## config.mk

```make
export PLATFORM = sky130hd
export DESIGN_NAME = sstf_disk_scheduler_top_flat
export DESIGN_NICKNAME = d
export VERILOG_FILES = /design/src/rtl/core/sstf_pkg.sv /design/src/rtl/core/sstf_if.sv /design/src/rtl/core/sstf_req_mem.sv /design/src/rtl/core/sstf_nearest.sv /design/src/rtl/core/sstf_disk_scheduler_top.sv /design/src/flat_wrapper.sv
export SDC_FILE = /design/constraint.sdc
export NUM_CORES = 1
export LEC_CHECK = 0
export ABC_CLOCK_PERIOD_IN_PS = 13220
export CAP_MARGIN = 5
export CELL_PAD_IN_SITES_DETAIL_PLACEMENT = 1
export CELL_PAD_IN_SITES_GLOBAL_PLACEMENT = 1
export CORE_MARGIN = 10
export CORE_UTILIZATION = 29
export CTS_BUF_LIST = sky130_fd_sc_hd__clkbuf_4 sky130_fd_sc_hd__clkbuf_8
export CTS_CLUSTER_SIZE = 40
export DETAILED_ROUTE_END_ITERATION = 10
export DONT_BUFFER_PORTS = 1
export GPL_TIMING_DRIVEN = 0
export PLACE_DENSITY = 0.49
export SLEW_MARGIN = 10
export SYNTH_ARGS = -nofsm -noshare
export SYNTH_HDL_FRONTEND = slang
export SYNTH_SLANG_ARGS = --single-unit
```

## constraint.sdc

```tcl
create_clock -name clk -period 13.22 [get_ports clk]
set_input_delay 1.322 -clock clk [delete_from_list [all_inputs] [get_ports clk]]
set_output_delay 1.322 -clock clk [all_outputs]
set_load 0.005 [all_outputs]
```

## src/rtl/core/sstf_pkg.sv

```systemverilog
`timescale 1ns / 1ps
`default_nettype none
// ----------------------------------------------------------------------------
// SSTF scheduler package
// Shared types and fixed constants of the shortest-seek-time-first scheduler.
// ----------------------------------------------------------------------------
package sstf_pkg;

    // Width of the running seek total, which saturates at its maximum.
    localparam int TOTAL_W = 16;

    typedef enum logic [1:0] {
        ST_LOAD,
        ST_SCAN,
        ST_DRAIN,
        ST_EMIT
    } sched_state_t;

    // Control that goes with each word streamed out of the request memory.
    typedef struct packed {
        logic start;
        logic sample;
        logic skip;
    } scan_ctl_t;

endpackage
`default_nettype wire

```

## src/rtl/core/sstf_if.sv

```systemverilog
`timescale 1ns / 1ps
`default_nettype none
// ----------------------------------------------------------------------------
// SSTF scheduler channels
// Valid/ready channels for configuration, incoming requests and results.
// ----------------------------------------------------------------------------
interface sstf_cfg_if #(
    parameter int CYLINDER_BITS = 12
);
    logic                     valid;
    logic                     ready;
    logic [CYLINDER_BITS-1:0] head_start;

    modport source (output valid, output head_start, input ready);
    modport sink   (input valid, input head_start, output ready);
endinterface

interface sstf_req_if #(
    parameter int CYLINDER_BITS = 12
);
    logic                     valid;
    logic                     ready;
    logic [CYLINDER_BITS-1:0] cylinder;
    logic                     is_last;

    modport source (output valid, output cylinder, output is_last, input ready);
    modport sink   (input valid, input cylinder, input is_last, output ready);
endinterface

interface sstf_res_if import sstf_pkg::*; #(
    parameter int CYLINDER_BITS = 12
);
    logic                     valid;
    logic                     ready;
    logic [CYLINDER_BITS-1:0] served_cylinder;
    logic [CYLINDER_BITS-1:0] seek_distance;
    logic [TOTAL_W-1:0]       total_distance;
    logic                     last;

    modport source (output valid, output served_cylinder, output seek_distance,
                    output total_distance, output last, input ready);
    modport sink   (input valid, input served_cylinder, input seek_distance,
                    input total_distance, input last, output ready);
endinterface
`default_nettype wire

```

## src/rtl/core/sstf_req_mem.sv

```systemverilog
`timescale 1ns / 1ps
`default_nettype none
// ----------------------------------------------------------------------------
// SSTF request memory
// Single-port-write, single-port-read store with registered read data.
// ----------------------------------------------------------------------------
module sstf_req_mem #(
    parameter int DEPTH  = 16,
    parameter int WIDTH  = 12,
    parameter int ADDR_W = 4
) (
    input  wire logic              clk,
    input  wire logic              wr_en,
    input  wire logic [ADDR_W-1:0] wr_addr,
    input  wire logic [WIDTH-1:0]  wr_data,
    input  wire logic              rd_en,
    input  wire logic [ADDR_W-1:0] rd_addr,
    output logic      [WIDTH-1:0]  rd_data
);

    logic [WIDTH-1:0] mem [DEPTH];

    always_ff @(posedge clk)
    begin
        if (wr_en)
        begin
            mem[wr_addr] <= wr_data;
        end
    end

    always_ff @(posedge clk)
    begin
        if (rd_en)
        begin
            rd_data <= mem[rd_addr];
        end
    end

endmodule
`default_nettype wire

```

## src/rtl/core/sstf_nearest.sv

```systemverilog
`timescale 1ns / 1ps
`default_nettype none
// ----------------------------------------------------------------------------
// SSTF nearest-request tracker
// Keeps the closest unserved request seen so far during one memory scan.
// ----------------------------------------------------------------------------
module sstf_nearest import sstf_pkg::*; #(
    parameter int CYLINDER_BITS = 12,
    parameter int IDX_W         = 4
) (
    input  wire logic                     clk,
    input  wire logic                     rst_n,
    input  wire scan_ctl_t                ctl,
    input  wire logic [IDX_W-1:0]         idx,
    input  wire logic [CYLINDER_BITS-1:0] cyl,
    input  wire logic [CYLINDER_BITS-1:0] head,
    output logic      [IDX_W-1:0]         best_idx,
    output logic      [CYLINDER_BITS-1:0] best_cyl,
    output logic      [CYLINDER_BITS-1:0] best_dist
);

    logic                     found_reg;
    logic [IDX_W-1:0]         best_idx_reg;
    logic [CYLINDER_BITS-1:0] best_cyl_reg;
    logic [CYLINDER_BITS-1:0] best_dist_reg;
    logic [CYLINDER_BITS-1:0] gap;
    logic                     take;

    assign gap = (cyl >= head) ? (cyl - head) : (head - cyl);

    // Ties go to the lower cylinder; equal cylinders keep the earlier entry.
    assign take = ctl.sample && !ctl.skip &&
                  (!found_reg || (gap < best_dist_reg) ||
                   ((gap == best_dist_reg) && (cyl < best_cyl_reg)));

    always_ff @(posedge clk or negedge rst_n)
    begin
        if (!rst_n)
        begin
            found_reg <= 1'b0;
        end
        else if (ctl.start)
        begin
            found_reg <= 1'b0;
        end
        else if (take)
        begin
            found_reg <= 1'b1;
        end
    end

    always_ff @(posedge clk)
    begin
        if (take && !ctl.start)
        begin
            best_idx_reg  <= idx;
            best_cyl_reg  <= cyl;
            best_dist_reg <= gap;
        end
    end

    assign best_idx  = best_idx_reg;
    assign best_cyl  = best_cyl_reg;
    assign best_dist = best_dist_reg;

endmodule
`default_nettype wire

```

## src/rtl/core/sstf_disk_scheduler_top.sv

```systemverilog
`timescale 1ns / 1ps
`default_nettype none
// ----------------------------------------------------------------------------
// SSTF disk scheduler
// Collects a batch of cylinder requests and services them nearest first.
// ----------------------------------------------------------------------------
//  Channel | Dir | Carries
//  --------+-----+---------------------------------------------------------
//  cfg     | in  | head_start, the head position at the start of a batch
//  req     | in  | cylinder, is_last (one request per cycle while loading)
//  res     | out | served_cylinder, seek_distance, total_distance, last
//
//  Loading takes one request a cycle. After the request flagged is_last,
//  each result takes a scan of every stored request through the single read
//  port of the request memory, a drain state for the registered read data
//  and an emit state that commits it. No request is taken while scheduling.
//  Results wait in an output register; a stalled result holds the scan.
//  Reset is asynchronous and needs no clearing pass.
// ----------------------------------------------------------------------------
module sstf_disk_scheduler_top import sstf_pkg::*; #(
    parameter int MAX_REQUESTS  = 16,
    parameter int CYLINDER_BITS = 12
) (
    input wire logic clk,
    input wire logic rst_n,
    sstf_cfg_if.sink   cfg,
    sstf_req_if.sink   req,
    sstf_res_if.source res
);

    localparam int IDX_W = (MAX_REQUESTS > 1) ? $clog2(MAX_REQUESTS) : 1;
    localparam int CNT_W = $clog2(MAX_REQUESTS + 1);

    sched_state_t state_reg, state_next;

    logic [CYLINDER_BITS-1:0] head_start_reg;
    logic [CNT_W-1:0]         count_reg;
    logic [CNT_W-1:0]         step_reg;
    logic [IDX_W-1:0]         scan_idx_reg;
    logic [MAX_REQUESTS-1:0]  mask_reg;
    logic [CYLINDER_BITS-1:0] head_reg;
    logic [TOTAL_W-1:0]       total_reg;
    logic                     sample_reg;
    logic [IDX_W-1:0]         samp_idx_reg;

    logic                     res_valid_reg;
    logic [CYLINDER_BITS-1:0] res_cyl_reg;
    logic [CYLINDER_BITS-1:0] res_dist_reg;
    logic [TOTAL_W-1:0]       res_total_reg;
    logic                     res_last_reg;

    logic                     req_ready;
    logic                     rd_en;
    logic                     emit;
    logic                     scan_clear;
    logic                     req_fire;
    logic                     has_room;
    logic                     scan_last;
    logic                     res_free;
    logic                     final_step;
    logic [CYLINDER_BITS-1:0] rd_data;
    logic [IDX_W-1:0]         best_idx;
    logic [CYLINDER_BITS-1:0] best_cyl;
    logic [CYLINDER_BITS-1:0] best_dist;
    logic [TOTAL_W:0]         total_sum;
    logic [TOTAL_W-1:0]       total_sat;
    scan_ctl_t                scan_ctl;

    assign req_fire   = req.valid && req_ready;
    assign has_room   = count_reg < CNT_W'(MAX_REQUESTS);
    assign scan_last  = (CNT_W'(scan_idx_reg) + CNT_W'(1)) == count_reg;
    assign res_free   = !res_valid_reg || res.ready;
    assign final_step = (step_reg + CNT_W'(1)) == count_reg;
    assign total_sum  = {1'b0, total_reg} + (TOTAL_W + 1)'(best_dist);
    assign total_sat  = total_sum[TOTAL_W] ? {TOTAL_W{1'b1}} : total_sum[TOTAL_W-1:0];

    // Configuration is always accepted.
    assign cfg.ready = 1'b1;

    always_ff @(posedge clk or negedge rst_n)
    begin
        if (!rst_n)
        begin
            head_start_reg <= '0;
        end
        else if (cfg.valid)
        begin
            head_start_reg <= cfg.head_start;
        end
    end

    // ------------------------------------------------------------------
    // Sequencer
    // ------------------------------------------------------------------
    always_comb
    begin
        state_next = state_reg;
        unique case (state_reg)
            ST_LOAD:
            begin
                if (req_fire && req.is_last)
                begin
                    state_next = ST_SCAN;
                end
            end
            ST_SCAN:
            begin
                if (scan_last)
                begin
                    state_next = ST_DRAIN;
                end
            end
            ST_DRAIN:
            begin
                state_next = ST_EMIT;
            end
            ST_EMIT:
            begin
                if (res_free)
                begin
                    state_next = final_step ? ST_LOAD : ST_SCAN;
                end
            end
            default:
            begin
                state_next = ST_LOAD;
            end
        endcase
    end

    always_comb
    begin
        req_ready  = 1'b0;
        rd_en      = 1'b0;
        emit       = 1'b0;
        scan_clear = 1'b1;
        unique case (state_reg)
            ST_LOAD:
            begin
                req_ready = 1'b1;
            end
            ST_SCAN:
            begin
                rd_en      = 1'b1;
                scan_clear = 1'b0;
            end
            ST_DRAIN:
            begin
                scan_clear = 1'b0;
            end
            ST_EMIT:
            begin
                emit = res_free;
            end
            default:
            begin
                scan_clear = 1'b1;
            end
        endcase
    end

    assign req.ready = req_ready;

    always_ff @(posedge clk or negedge rst_n)
    begin
        if (!rst_n)
        begin
            state_reg    <= ST_LOAD;
            count_reg    <= '0;
            step_reg     <= '0;
            scan_idx_reg <= '0;
            mask_reg     <= '0;
            head_reg     <= '0;
            total_reg    <= '0;
            sample_reg   <= 1'b0;
        end
        else
        begin
            state_reg  <= state_next;
            sample_reg <= rd_en;

            if (rd_en)
            begin
                scan_idx_reg <= scan_idx_reg + IDX_W'(1);
            end
            else
            begin
                scan_idx_reg <= '0;
            end

            if (req_fire)
            begin
                if (has_room)
                begin
                    count_reg <= count_reg + CNT_W'(1);
                end
                if (req.is_last)
                begin
                    head_reg  <= head_start_reg;
                    total_reg <= '0;
                    mask_reg  <= '0;
                    step_reg  <= '0;
                end
            end
            else if (emit)
            begin
                mask_reg[best_idx] <= 1'b1;
                head_reg           <= best_cyl;
                total_reg          <= total_sat;
                step_reg           <= step_reg + CNT_W'(1);
                if (final_step)
                begin
                    count_reg <= '0;
                end
            end
        end
    end

    always_ff @(posedge clk)
    begin
        if (rd_en)
        begin
            samp_idx_reg <= scan_idx_reg;
        end
    end

    // ------------------------------------------------------------------
    // Request store and nearest-request search
    // ------------------------------------------------------------------
    sstf_req_mem #(
        .DEPTH  (MAX_REQUESTS),
        .WIDTH  (CYLINDER_BITS),
        .ADDR_W (IDX_W)
    ) u_mem (
        .clk     (clk),
        .wr_en   (req_fire && has_room),
        .wr_addr (count_reg[IDX_W-1:0]),
        .wr_data (req.cylinder),
        .rd_en   (rd_en),
        .rd_addr (scan_idx_reg),
        .rd_data (rd_data)
    );

    assign scan_ctl.start  = scan_clear;
    assign scan_ctl.sample = sample_reg;
    assign scan_ctl.skip   = mask_reg[samp_idx_reg];

    sstf_nearest #(
        .CYLINDER_BITS (CYLINDER_BITS),
        .IDX_W         (IDX_W)
    ) u_nearest (
        .clk       (clk),
        .rst_n     (rst_n),
        .ctl       (scan_ctl),
        .idx       (samp_idx_reg),
        .cyl       (rd_data),
        .head      (head_reg),
        .best_idx  (best_idx),
        .best_cyl  (best_cyl),
        .best_dist (best_dist)
    );

    // ------------------------------------------------------------------
    // Result register
    // ------------------------------------------------------------------
    always_ff @(posedge clk or negedge rst_n)
    begin
        if (!rst_n)
        begin
            res_valid_reg <= 1'b0;
        end
        else if (emit)
        begin
            res_valid_reg <= 1'b1;
        end
        else if (res.ready)
        begin
            res_valid_reg <= 1'b0;
        end
    end

    always_ff @(posedge clk)
    begin
        if (emit)
        begin
            res_cyl_reg   <= best_cyl;
            res_dist_reg  <= best_dist;
            res_total_reg <= total_sat;
            res_last_reg  <= final_step;
        end
    end

    assign res.valid           = res_valid_reg;
    assign res.served_cylinder = res_cyl_reg;
    assign res.seek_distance   = res_dist_reg;
    assign res.total_distance  = res_total_reg;
    assign res.last            = res_last_reg;

endmodule
`default_nettype wire
```

## src/flat_wrapper.sv

```systemverilog
// flat-port wrapper written by rule: the top's interface ports become plain ports
module sstf_disk_scheduler_top_flat import sstf_pkg::*;
#(
    parameter int MAX_REQUESTS  = 16,
    parameter int CYLINDER_BITS = 12
)
  (clk, rst_n, cfg_valid, cfg_head_start, cfg_ready, req_valid, req_cylinder, req_is_last, req_ready, res_valid, res_served_cylinder, res_seek_distance, res_total_distance, res_last, res_ready);
  sstf_cfg_if #(.CYLINDER_BITS(CYLINDER_BITS)) cfg_i ();
  sstf_req_if #(.CYLINDER_BITS(CYLINDER_BITS)) req_i ();
  sstf_res_if #(.CYLINDER_BITS(CYLINDER_BITS)) res_i ();
  input wire logic clk;
  input wire logic rst_n;
  input wire logic [$bits(cfg_i.valid)-1:0] cfg_valid;
  input wire logic [$bits(cfg_i.head_start)-1:0] cfg_head_start;
  output wire logic [$bits(cfg_i.ready)-1:0] cfg_ready;
  input wire logic [$bits(req_i.valid)-1:0] req_valid;
  input wire logic [$bits(req_i.cylinder)-1:0] req_cylinder;
  input wire logic [$bits(req_i.is_last)-1:0] req_is_last;
  output wire logic [$bits(req_i.ready)-1:0] req_ready;
  output wire logic [$bits(res_i.valid)-1:0] res_valid;
  output wire logic [$bits(res_i.served_cylinder)-1:0] res_served_cylinder;
  output wire logic [$bits(res_i.seek_distance)-1:0] res_seek_distance;
  output wire logic [$bits(res_i.total_distance)-1:0] res_total_distance;
  output wire logic [$bits(res_i.last)-1:0] res_last;
  input wire logic [$bits(res_i.ready)-1:0] res_ready;
  assign cfg_i.valid = cfg_valid;
  assign cfg_i.head_start = cfg_head_start;
  assign cfg_ready = cfg_i.ready;
  assign req_i.valid = req_valid;
  assign req_i.cylinder = req_cylinder;
  assign req_i.is_last = req_is_last;
  assign req_ready = req_i.ready;
  assign res_valid = res_i.valid;
  assign res_served_cylinder = res_i.served_cylinder;
  assign res_seek_distance = res_i.seek_distance;
  assign res_total_distance = res_i.total_distance;
  assign res_last = res_i.last;
  assign res_i.ready = res_ready;
  sstf_disk_scheduler_top #(.MAX_REQUESTS(MAX_REQUESTS), .CYLINDER_BITS(CYLINDER_BITS)) u_core (.clk(clk), .rst_n(rst_n), .cfg(cfg_i), .req(req_i), .res(res_i));
endmodule
```

==> Word-level counts from Yosys, hierarchy flattened <==
Memory sizes are Yosys's and may differ from the RTL's. A register that Yosys moved wholly into a read port is not among the register bits.
Index checks and enable logic that the tools add are counted.
{ "op_classes": {"addsub": 7, "mux": 36, "bitwise_logic": 1, "n_eq_ne": 12, "n_lt_le_gt_ge": 7, "n_reduce_logical": 22} }
{ "op_table": {"columns": ["operator", "n"], "rows": [
  ["16-bit two-way mux", 6],
  ["12-bit two-way mux", 4],
  ["5-bit two-way mux", 7],
  ["12-bit < comparator", 2],
  ["12-bit subtractor", 2],
  ["16-bit by 12-bit adder with 17-bit output", 1],
  ["16-bit bitwise OR", 1],
  ["12-bit equality test", 1],
  ["12-bit >= comparator", 1],
  ["1-bit two-way mux", 12],
  ["5-bit by 1-bit adder with 5-bit output, second input constant", 2],
  ["5-bit equality test", 2],
  ["4-bit by 5-bit < comparator with 1-bit output, second input constant", 2],
  ["1-bit logical AND", 8],
  ["2-bit by 1-bit inequality test with 1-bit output, second input constant", 4],
  ["2-bit one-hot mux with 4 select lines", 1],
  ["2-bit two-way mux", 3],
  ["3-bit AND reduction", 2],
  ["2-bit nonzero test", 3],
  ["4-bit by 1-bit adder with 5-bit output, second input constant", 1],
  ["5-bit < comparator, second input constant", 1],
  ["4-bit by 1-bit adder with 4-bit output, second input constant", 1],
  ["1-bit binary-select mux with 4-bit select", 1],
  ["1-bit demux with 4-bit select", 1],
  ["other kinds (10)", 16]
]} }
{ "totals": {"wordCells": 105, "ram_bits": 192, "output_inout_bits": 44, "register_bits": 148, "n_memories": 1, "input_bits": 30} }
{ "memory_table": {"columns": ["memory", "depth", "word_bits", "read_ports", "rd_ports_with_merged_regs", "write_ports", "line", "text"], "rows": [
  ["u_core.u_mem.mem", 16, 12, 1, 1, 1, "sstf_req_mem.sv:21", "logic [WIDTH-1:0] mem [DEPTH];"]
]} }

==> Longest topological paths before layout <==
Gate-level depths: netlist of the first run.
{ "logic_depth": {"ltp_word": 8, "mapped_depth": 17, "mapped_depth_nobuf": 17} }

==> Modules after synthesis <==
Synthesis of the first run repeated with hierarchy kept, for this count alone.
{ "unflattened": {"cells_unflattened": 1055, "hier_area_um2": 15778.9} }
{ "by_module_without_submodules": {"columns": ["mod", "n_inst", "area_per_inst_um2", "seq_area_each_um2", "cells_each"], "rows": [
  ["sstf_req_mem", 1, 7719.9, 6125.9, 329],
  ["sstf_disk_scheduler_top", 1, 5477.8, 3203.1, 465],
  ["sstf_nearest", 1, 2581.2, 865.8, 261]
]} }

==> Worst setup path after synthesis of the first run <==
Ideal clock, no wire load.
{ "synth_path": {"kind": "reg-to-reg", "start": "register u_core.u_mem.rd_data[0], read port of u_core.u_mem.mem", "end": "register u_core.u_nearest.best_cyl_reg[0] (netlist: u_core.u_nearest.best_cyl[0]), enable pin", "setup_ns": 0.430, "required_ns": 12.790, "n_path_buf": 1, "slack_ns": 8.256, "t_arrival_ns": 4.534, "period_less_slack_ns": 4.964, "stages_incl_launch_ff": 17, "path_cell_list": "edfxtp_1 inv_1 ha_1 inv_1 fa_1 nand3_1 a31oi_1 o32ai_4 buf_6 mux2_2 ha_1 nor2b_1 o21a_1 o21a_1 o21ai_0 a31oi_1 a31oi_1"} }
{ "synth_between": {"elab_chain_len": 7, "word_cells_on_any_way": 12, "cone_classes": "add/sub (2); order compare (3); eq/ne (1); mux (1); reduce/logical (5)"} }
{ "synth_lines": {"columns": ["element", "line", "text"], "rows": [
  ["from (decl)", "sstf_req_mem.sv:18", "output logic [WIDTH-1:0] rd_data"],
  ["12-bit subtractor / 12-bit >= comparator (equally long branches)", "sstf_nearest.sv:29", "assign gap = (cyl >= head) ? (cyl - head) : (head - cyl);"],
  ["12-bit two-way mux (*)", "sstf_nearest.sv:29", null],
  ["named net u_core.u_nearest.gap[1]", "sstf_nearest.sv:26", "logic [CYLINDER_BITS-1:0] gap;"],
  ["12-bit < comparator / 12-bit equality test (equally long branches)", "sstf_nearest.sv:33, sstf_nearest.sv:34", null],
  ["1-bit logical OR / 1-bit logical AND (equally long branches)", "sstf_nearest.sv:33, sstf_nearest.sv:34", null],
  ["1-bit logical OR (*)", "sstf_nearest.sv:33", "(!found_reg || (gap < best_dist_reg) ||"],
  ["1-bit logical AND (*)", "sstf_nearest.sv:32", "assign take = ctl.sample && !ctl.skip &&"],
  ["1-bit logical AND (*)", "sstf_nearest.sv:54", "if (take && !ctl.start)"],
  ["to (signal assigned)", "sstf_nearest.sv:57", "best_cyl_reg <= cyl;"],
  ["to (decl)", "sstf_nearest.sv:24", "logic [CYLINDER_BITS-1:0] best_cyl_reg;"]
]} }
The timed path passes the listed nets; every way through them passes the cells marked *.
A chain may end at the register's enable or synchronous reset.

==> Worst setup path in the final report of the first run <==
{ "layout_path": {"start": "register u_core.u_mem.rd_data[0], read port of u_core.u_mem.mem", "end": "register u_core.u_nearest.best_cyl_reg[7] (netlist: u_core.u_nearest.best_cyl[7]), enable pin"} }
The elaborated chain is that of the path after synthesis.

==> flow_summary.toml, run 1 <==
[yosys]
synth_cell_types = 63
syn_area_mm2 = 0.0159
ys_seq_elements = 352
synthCells = 1136
syn_nets = 1236
seq_area_frac_synth = 0.642
yosys_most_used_dff = "edfxtp_1"
yosysWarningCount = 0
synth_edf_count = 277
syn_avg_cell_area_um2 = 14.0
async_flop_share = 0.213

[global_route]
grt_pass1_wl_um = 65400
grt_pass1_vias = 10173
overflow = 0
grt_max_degree = 76
grtUsageTotal = 0.136
grt_antenna_before_repair = 0

[floorplanning]
rows = 85
dieArea_mm2 = 0.0645
dieHeight_um = 254
core_mm2 = 0.0540
io_pins = 74
die_w_um = 254
initial_utilization = 0.294

[timing]
slew_violations = 0
maxSlewHeadroom = 0.310
period_needed_ps = 4810
setup_violations = 0
fmaxAchievable_ghz = 0.208
rsz0062_at_grt = "false"
skew_ps = 28.6
finalCritPeriodShare = 0.363
finalSetupTns_ps = 0
tightest_slew_ps = 1040
hold_viol_final = 0

[pwr]
power_mw = 4.63
p_per_area_mw_per_mm2 = 253
vdd_ir_drop_max_mv = 0.106
p_clk_frac = 0.235
swShare = 0.383
pwr-share-comb = 0.394
p_leak_nw = 6.87
p_int_mw = 2.85
power_switching_mw = 1.77
p_seq_frac = 0.371

[clocking]
clk_path_buf_depth = 3
insertion_delay_ps = 660
cts_setup_buffers = 0
cts_made_buffers = 69
cts.reportedPaths.clkPinSlew_ps = 70
postCtsResizedCells = 0
cts.sinks = 352
cts.root.buffer_cell = "clkbuf_8"
cts_tree = "built"
hold_buffers = 0
htreeDepth = 3

[placed_design]
gp_congestion = 0.751
dp.cells = 1840
dpl_cell_area_mm2 = 0.0169
place.detailed.hpwl_um = 30300
io_buffers = 0

[finish]
drive_above_1_share = 0.165
fin_area_mm2 = 0.0183
fillers = 5714
largest_reg_flops = 192
final_cells = 1965
fin_nets = 1315
area_growth_pct = 15.1
regArea_mm2 = 0.0102
largest_register = "u_core.u_mem.mem"
multi_input_comb_area_mm2 = 0.00523
diodes = 0

[critical_path]
path_max_fanout = 15
cp_data_required_time_ps = 13570
critPathSlowestCell = "a31oi_4"
critPathLaunchType = "flop"
cpPeakStageDelay_ps = 620
crit_path_end_kind = "flop"
crit_type = "reg -> reg"
worstPathArrival_ps = 5160
crit_buf_inv = 3
crit_family = "compound AO/OA/AOI/OAI gates"
worstPathCellList = "inv_1 > ha_1 > inv_1 > fa_1 > nand3_1 > a31oi_1 > o32ai_4 > mux2i_1 > a21oi_1 > xnor2_1 > ha_1 > nand3_1 > nor2_1 > and4_1 > o21ai_0 > a31oi_4 > buf_16"

[run_status]
status = "completed"

[drt]
drc = 0
drt_wl_total_um = 43300
first_iter_violations = 435
viasPerCell = 4.82
ant_nets = 0
post_drt_wl_per_cell_um = 22.1
num_vias = 9473
firstDrtPassIters = 5

[worst_hold_path]
min_path_type = "in -> async"

[job]
drv_cap = 0
[area by class of cell]
type | count | area share
Buffer | 47 | 0.0127
Inverter | 74 | 0.0152
Timing Repair Buffer | 8 | 0.00589
Sequential cell | 352 | 0.558
Clock inverter | 33 | 0.0121
Multi-Input combinational cell | 663 | 0.286
Tap cell | 696 | 0.0477
Clock buffer | 92 | 0.0621
[logic make-up after synthesis]
logic type	count (synthesis)	synth area share
other	1	0.000236
AOI/OAI and AO/OA	237	0.0943
buffers and inverters	121	0.0322
and+or+nand+nor	210	0.0612
adders and majority gates	70	0.0566
muxes	110	0.0937
DFF	352	0.642
xor gates and xnor gates	35	0.0193
[cells in the mapped netlist, types with 2 or more instances]
cell,count,area share
a2111oi_0,2,0.0011
a211o_1,4,0.0022
a211oi_1,4,0.0019
a21boi_0,3,0.0014
a21o_1,13,0.0061
a21oi_1,62,0.020
a221oi_1,12,0.0066
a22oi_1,15,0.0071
a31oi_1,9,0.0035
a32oi_1,2,0.0011
and2_1,10,0.0039
and3_1,6,0.0024
and4_1,2,0.0011
buf_1,2,0.00047
buf_2,15,0.0047
buf_6,3,0.0021
clkbuf_1,25,0.0059
dfrtp_1,75,0.12
edfxtp_1,277,0.52
fa_1,3,0.0038
ha_1,67,0.053
inv_1,74,0.018
mux2_2,25,0.018
mux2i_1,56,0.035
mux4_2,28,0.040
nand2_1,75,0.018
nand2b_1,8,0.0032
nand3_1,24,0.0076
nand3b_1,2,0.00095
nand4_1,6,0.0024
nor2_1,52,0.012
nor2b_1,10,0.0039
nor3_1,7,0.0022
o2111ai_1,4,0.0022
o211ai_1,3,0.0014
o21a_1,10,0.0047
o21ai_0,72,0.023
o21ai_1,2,0.00063
o21bai_1,4,0.0019
o22a_1,2,0.0011
o22ai_1,3,0.0012
o31ai_1,2,0.00095
or3_1,3,0.0012
xnor2_1,18,0.0099
xor2_1,17,0.0094
[per-stage QoR]
| step | hold slack, ps | setup WS, ps | utilization |
|---|---|---|---|
| floorplan | 420 | 8260 | - |
| global placement | 430 | 6220 | 0.310 |
| detailed placement | 430 | 8290 | 0.313 |
| global route | 309 | 7940 | 0.338 |
| finish | 355 | 8410 | 0.338 |
| CTS | 305 | 8260 | 0.338 |
[path summary, 6_finish.rpt]
kind                                    startpoint                           end  slack (ps)  cells past startpoint
max in group asynchronous                    rst_n            u_core.head_reg[9]       12680                      0
setup / recovery           u_core.u_mem.rd_data[0]  u_core.u_nearest.best_cyl[7]        8410                     17
setup reg to reg           u_core.u_mem.rd_data[0]  u_core.u_nearest.best_cyl[7]        8410                     17
min in group clk            u_core.scan_idx_reg[3]        u_core.samp_idx_reg[3]         440                      0
hold reg to reg             u_core.scan_idx_reg[3]        u_core.samp_idx_reg[3]         440                      0
hold / removal                               rst_n          u_core.total_reg[11]         360                      0
[cells in the final DEF (no fill, tap or decap), types with 6 or more instances in the layout]
cell	n
clkbuf_4	21
o21a_1	10
nor2_1	40
a31oi_1	8
inv_1	74
nand4_1	6
and3_1	6
mux2_2	25
ha_1	67
mux4_2	28
a22oi_1	15
nand2_1	75
a21oi_1	62
nor2b_1	10
edfxtp_1	277
clkinv_2	6
nand3_1	24
clkbuf_1	25
clkinv_1	18
nand2b_1	8
o21ai_0	72
a221oi_1	12
nor2_2	12
xnor2_1	18
clkbuf_8	71
buf_2	15
dfrtp_1	75
a21o_1	13
xor2_1	17
mux2i_1	56
and2_1	9
[metal layers]
metal  track usage  wire length (um)  vias up
met5             0                 0        -
met4        0.0404               797        0
met3        0.0342              1930       59
met2         0.226             21000      163
met1         0.170             19600     4823
li1              -                 -     4428
[power by group through the flow]
| stage | Sequential [mW] | Combinational (mW) | Clock [mW] |
|---|---|---|---|
| floorplan | 1.66 | 1.33 | 0 |
| global placement | 1.75 | 1.81 | 0 |
| detailed placement | 1.75 | 1.86 | 0 |
| CTS | 1.73 | 1.87 | 1.13 |
| global route | 1.75 | 2.08 | 1.18 |
| finish | 1.72 | 1.82 | 1.09 |
No activity file was read; power rests on OpenSTA's default activity.
==> inputs of run 2 (changes only) <==
--- a/config.mk
+++ b/config.mk
@@ -5,7 +5,7 @@
 export SDC_FILE = /design/constraint.sdc
 export NUM_CORES = 1
 export LEC_CHECK = 0
-export ABC_CLOCK_PERIOD_IN_PS = 13220
+export ABC_CLOCK_PERIOD_IN_PS = 4800
 export CAP_MARGIN = 5
 export CELL_PAD_IN_SITES_DETAIL_PLACEMENT = 1
 export CELL_PAD_IN_SITES_GLOBAL_PLACEMENT = 1
==> constraint.sdc (replaced) <==
create_clock -name clk -period 4.8 [get_ports clk]
set_input_delay 0.48 -clock clk [delete_from_list [all_inputs] [get_ports clk]]
set_output_delay 0.48 -clock clk [all_outputs]
set_load 0.005 [all_outputs]
==> run 2 against run 1 <==
First-iteration DRC count rose by 23%. Die area did not move. Combinational power rose to 2.8 times the previous value. Final cell count rose by 1.0%. Clock skew rose by 14 ps. Worst hold slack got worse by 250 ps. Cell area rose by 1.4%. Register-to-register slack got worse by 8100 ps. Clock power rose to 2.7 times the previous value. Critical path type unchanged. Critical endpoint is now u_core.u_nearest.best_idx[0]. Largest power group unchanged. Highest routed layer is now met5.
==> flow_summary.toml, run 2 (same netlist as run 1, synthesis figures left out) <==
[run_status]
status = "completed"

[timing]
fmaxAchievable_ghz = 0.222
skew_ps = 42.4
hold_viol_final = 0
period_needed_ps = 4510
finalCritPeriodShare = 0.940
tightest_slew_ps = 1020
setup_violations = 0
slew_violations = 0
maxSlewHeadroom = 0.318
rsz0062_at_grt = "false"
setup_slack_ps = 286

[clocking]
cts_made_buffers = 66
cts.reportedPaths.clkPinSlew_ps = 60
insertion_delay_ps = 640
cts_tree = "built"
htreeDepth = 3
clk_path_buf_depth = 3
cts.sinks = 352
cts.root.buffer_cell = "clkbuf_8"

[drt]
drt_wl_total_um = 43500
ant_nets = 0
post_drt_wl_per_cell_um = 21.9
firstDrtPassIters = 5
drc = 0
num_vias = 9626
first_iter_violations = 534
viasPerCell = 4.85

[worst_hold_path]
min_path_cells = 2
hold_start = "res_ready"
min_path_type = "in -> reg"
whs_endpoint = "u_core.res.valid"

[critical_path]
r2r-end = "u_core.u_nearest.best_idx[0]"
rrSetupSlack_ps = 290
crit_type = "reg -> reg"
critPathLaunchType = "flop"
crit_path_end_kind = "flop"
r2r-start = "u_core.u_mem.rd_data[0]"
cp_data_required_time_ps = 5110
worstRegToRegCells = 17
worstPathArrival_ps = 4830
path_max_fanout = 13

[finish]
drive_above_1_share = 0.163
largest_reg_flops = 192
layout_common_cells = "edfxtp_1, nand2_1, dfrtp_1"
area_growth_pct = 16.8
fin_area_mm2 = 0.0185
largest_register = "u_core.u_mem.mem"
fin_util = 0.343
fin_nets = 1340
final_common_cell = "edfxtp_1"

[global_route]
grt_pass1_vias = 10220
grtUsageTotal = 0.136
grt_antenna_before_repair = 4
overflow = 0
grt_pass1_wl_um = 65700
grt_max_degree = 76

[placed_design]
place.detailed.hpwl_um = 30000
gp_congestion = 0.750
io_buffers = 0
dpl_cell_area_mm2 = 0.0169
pre_cts_ws_ps = -246

[floorplanning]
initial_utilization = 0.294
die_w_um = 254
dieHeight_um = 254
io_pins = 74
core_mm2 = 0.0540
rows = 85
dieArea_mm2 = 0.0645

[job]
drv_cap = 0

[pwr]
p_leak_nw = 6.96
vdd_ir_drop_max_mv = 0.213
p_per_area_mw_per_mm2 = 689
power_mw = 12.8
==> run 2: cell count changes in the layout (fill, tap and decap cells not counted), moves of 3 or more <==
cell / delta
buf_4: -4
clkinv_1: -8
clkinv_8: -3
clkinvlp_4: +3
dlygate4sd3_1: +27
buf_6: +5
==> run 2: how the worst max path moves through the flow <==
stage	from	to	depth (start not counted)
2_1_floorplan	u_core.u_mem.rd_data[0]	u_core.u_nearest.best_cyl[0]	16
3_3_place_gp	u_core.u_mem.rd_data[7]	u_core.u_nearest.best_idx[0]	14
3_5_place_dp	u_core.u_mem.rd_data[7]	u_core.u_nearest.best_idx[0]	15
6_report	u_core.u_mem.rd_data[0]	u_core.u_nearest.best_idx[0]	17
5_1_grt	u_core.u_mem.rd_data[0]	u_core.u_nearest.best_idx[0]	18
4_1_cts	u_core.u_mem.rd_data[7]	u_core.u_nearest.best_idx[0]	15
==> run 2: cell type report <==
class                           instances  area [um2]
Sequential cell                       352       10200
Tap cell                              696         871
Buffer                                 47         233
Clock buffer                           94        1160
Fill cell                            5713       35500
Inverter                               74         278
Timing Repair Buffer                   36         422
Antenna cell                            2        5.00
Multi-Input combinational cell        663        5240
Clock inverter                         21         138
==> run 2: critical path: stages (launching register included) <==
cell and delay (ps):
edfxtp_1 440, inv_1 90, ha_1 160, inv_1 50, fa_1 400, nand3_1 130
a31oi_2 150, o32ai_4 490, mux2i_1 400, a21oi_1 130, xnor2_1 190, ha_1 330
nand3_1 80, nor2_1 250, and4_1 230, o21ai_0 150, a31oi_4 290, buf_16 190
==> run 2: timing repair <==
action | 4_1_cts | 5_1_grt
pin swaps | 1 | 0
endpoints found under the hold margin | 279 | 0
setup buffers | 1 | 0
hold buffers | 28 | 0
setup endpoints to repair | 28 | 28
gates resized for setup | 0 | 2
==> run 2: per-stage QoR <==
stage	setup TNS, ps	instances	hold WS, ps
floorplan	0	1136	184
global placement	-30370	1832	190
detailed placement	-4430	1839	192
CTS	0	1983	52.6
global route	0	1983	129
finish	0	1985	108
==> run 2: metal layers <==
metal / up-vias / track usage / part of all wire
met2: 172 / 0.225 / 0.48
met3: 79 / 0.0331 / 0.039
li1: 4476 / - / -
met1: 4895 / 0.174 / 0.45
met5: - / 0 / 0.00053
met4: 4 / 0.0409 / 0.023
==> run 2: power breakdown <==
| part | leakage (nW) | internal (mW) | switching (mW) |
|---|---|---|---|
| clock | 0.676 | 1.60 | 1.30 |
| sequential | 3.47 | 4.21 | 0.512 |
| combinational | 2.82 | 2.08 | 3.06 |
| total | 6.96 | 7.89 | 4.87 |
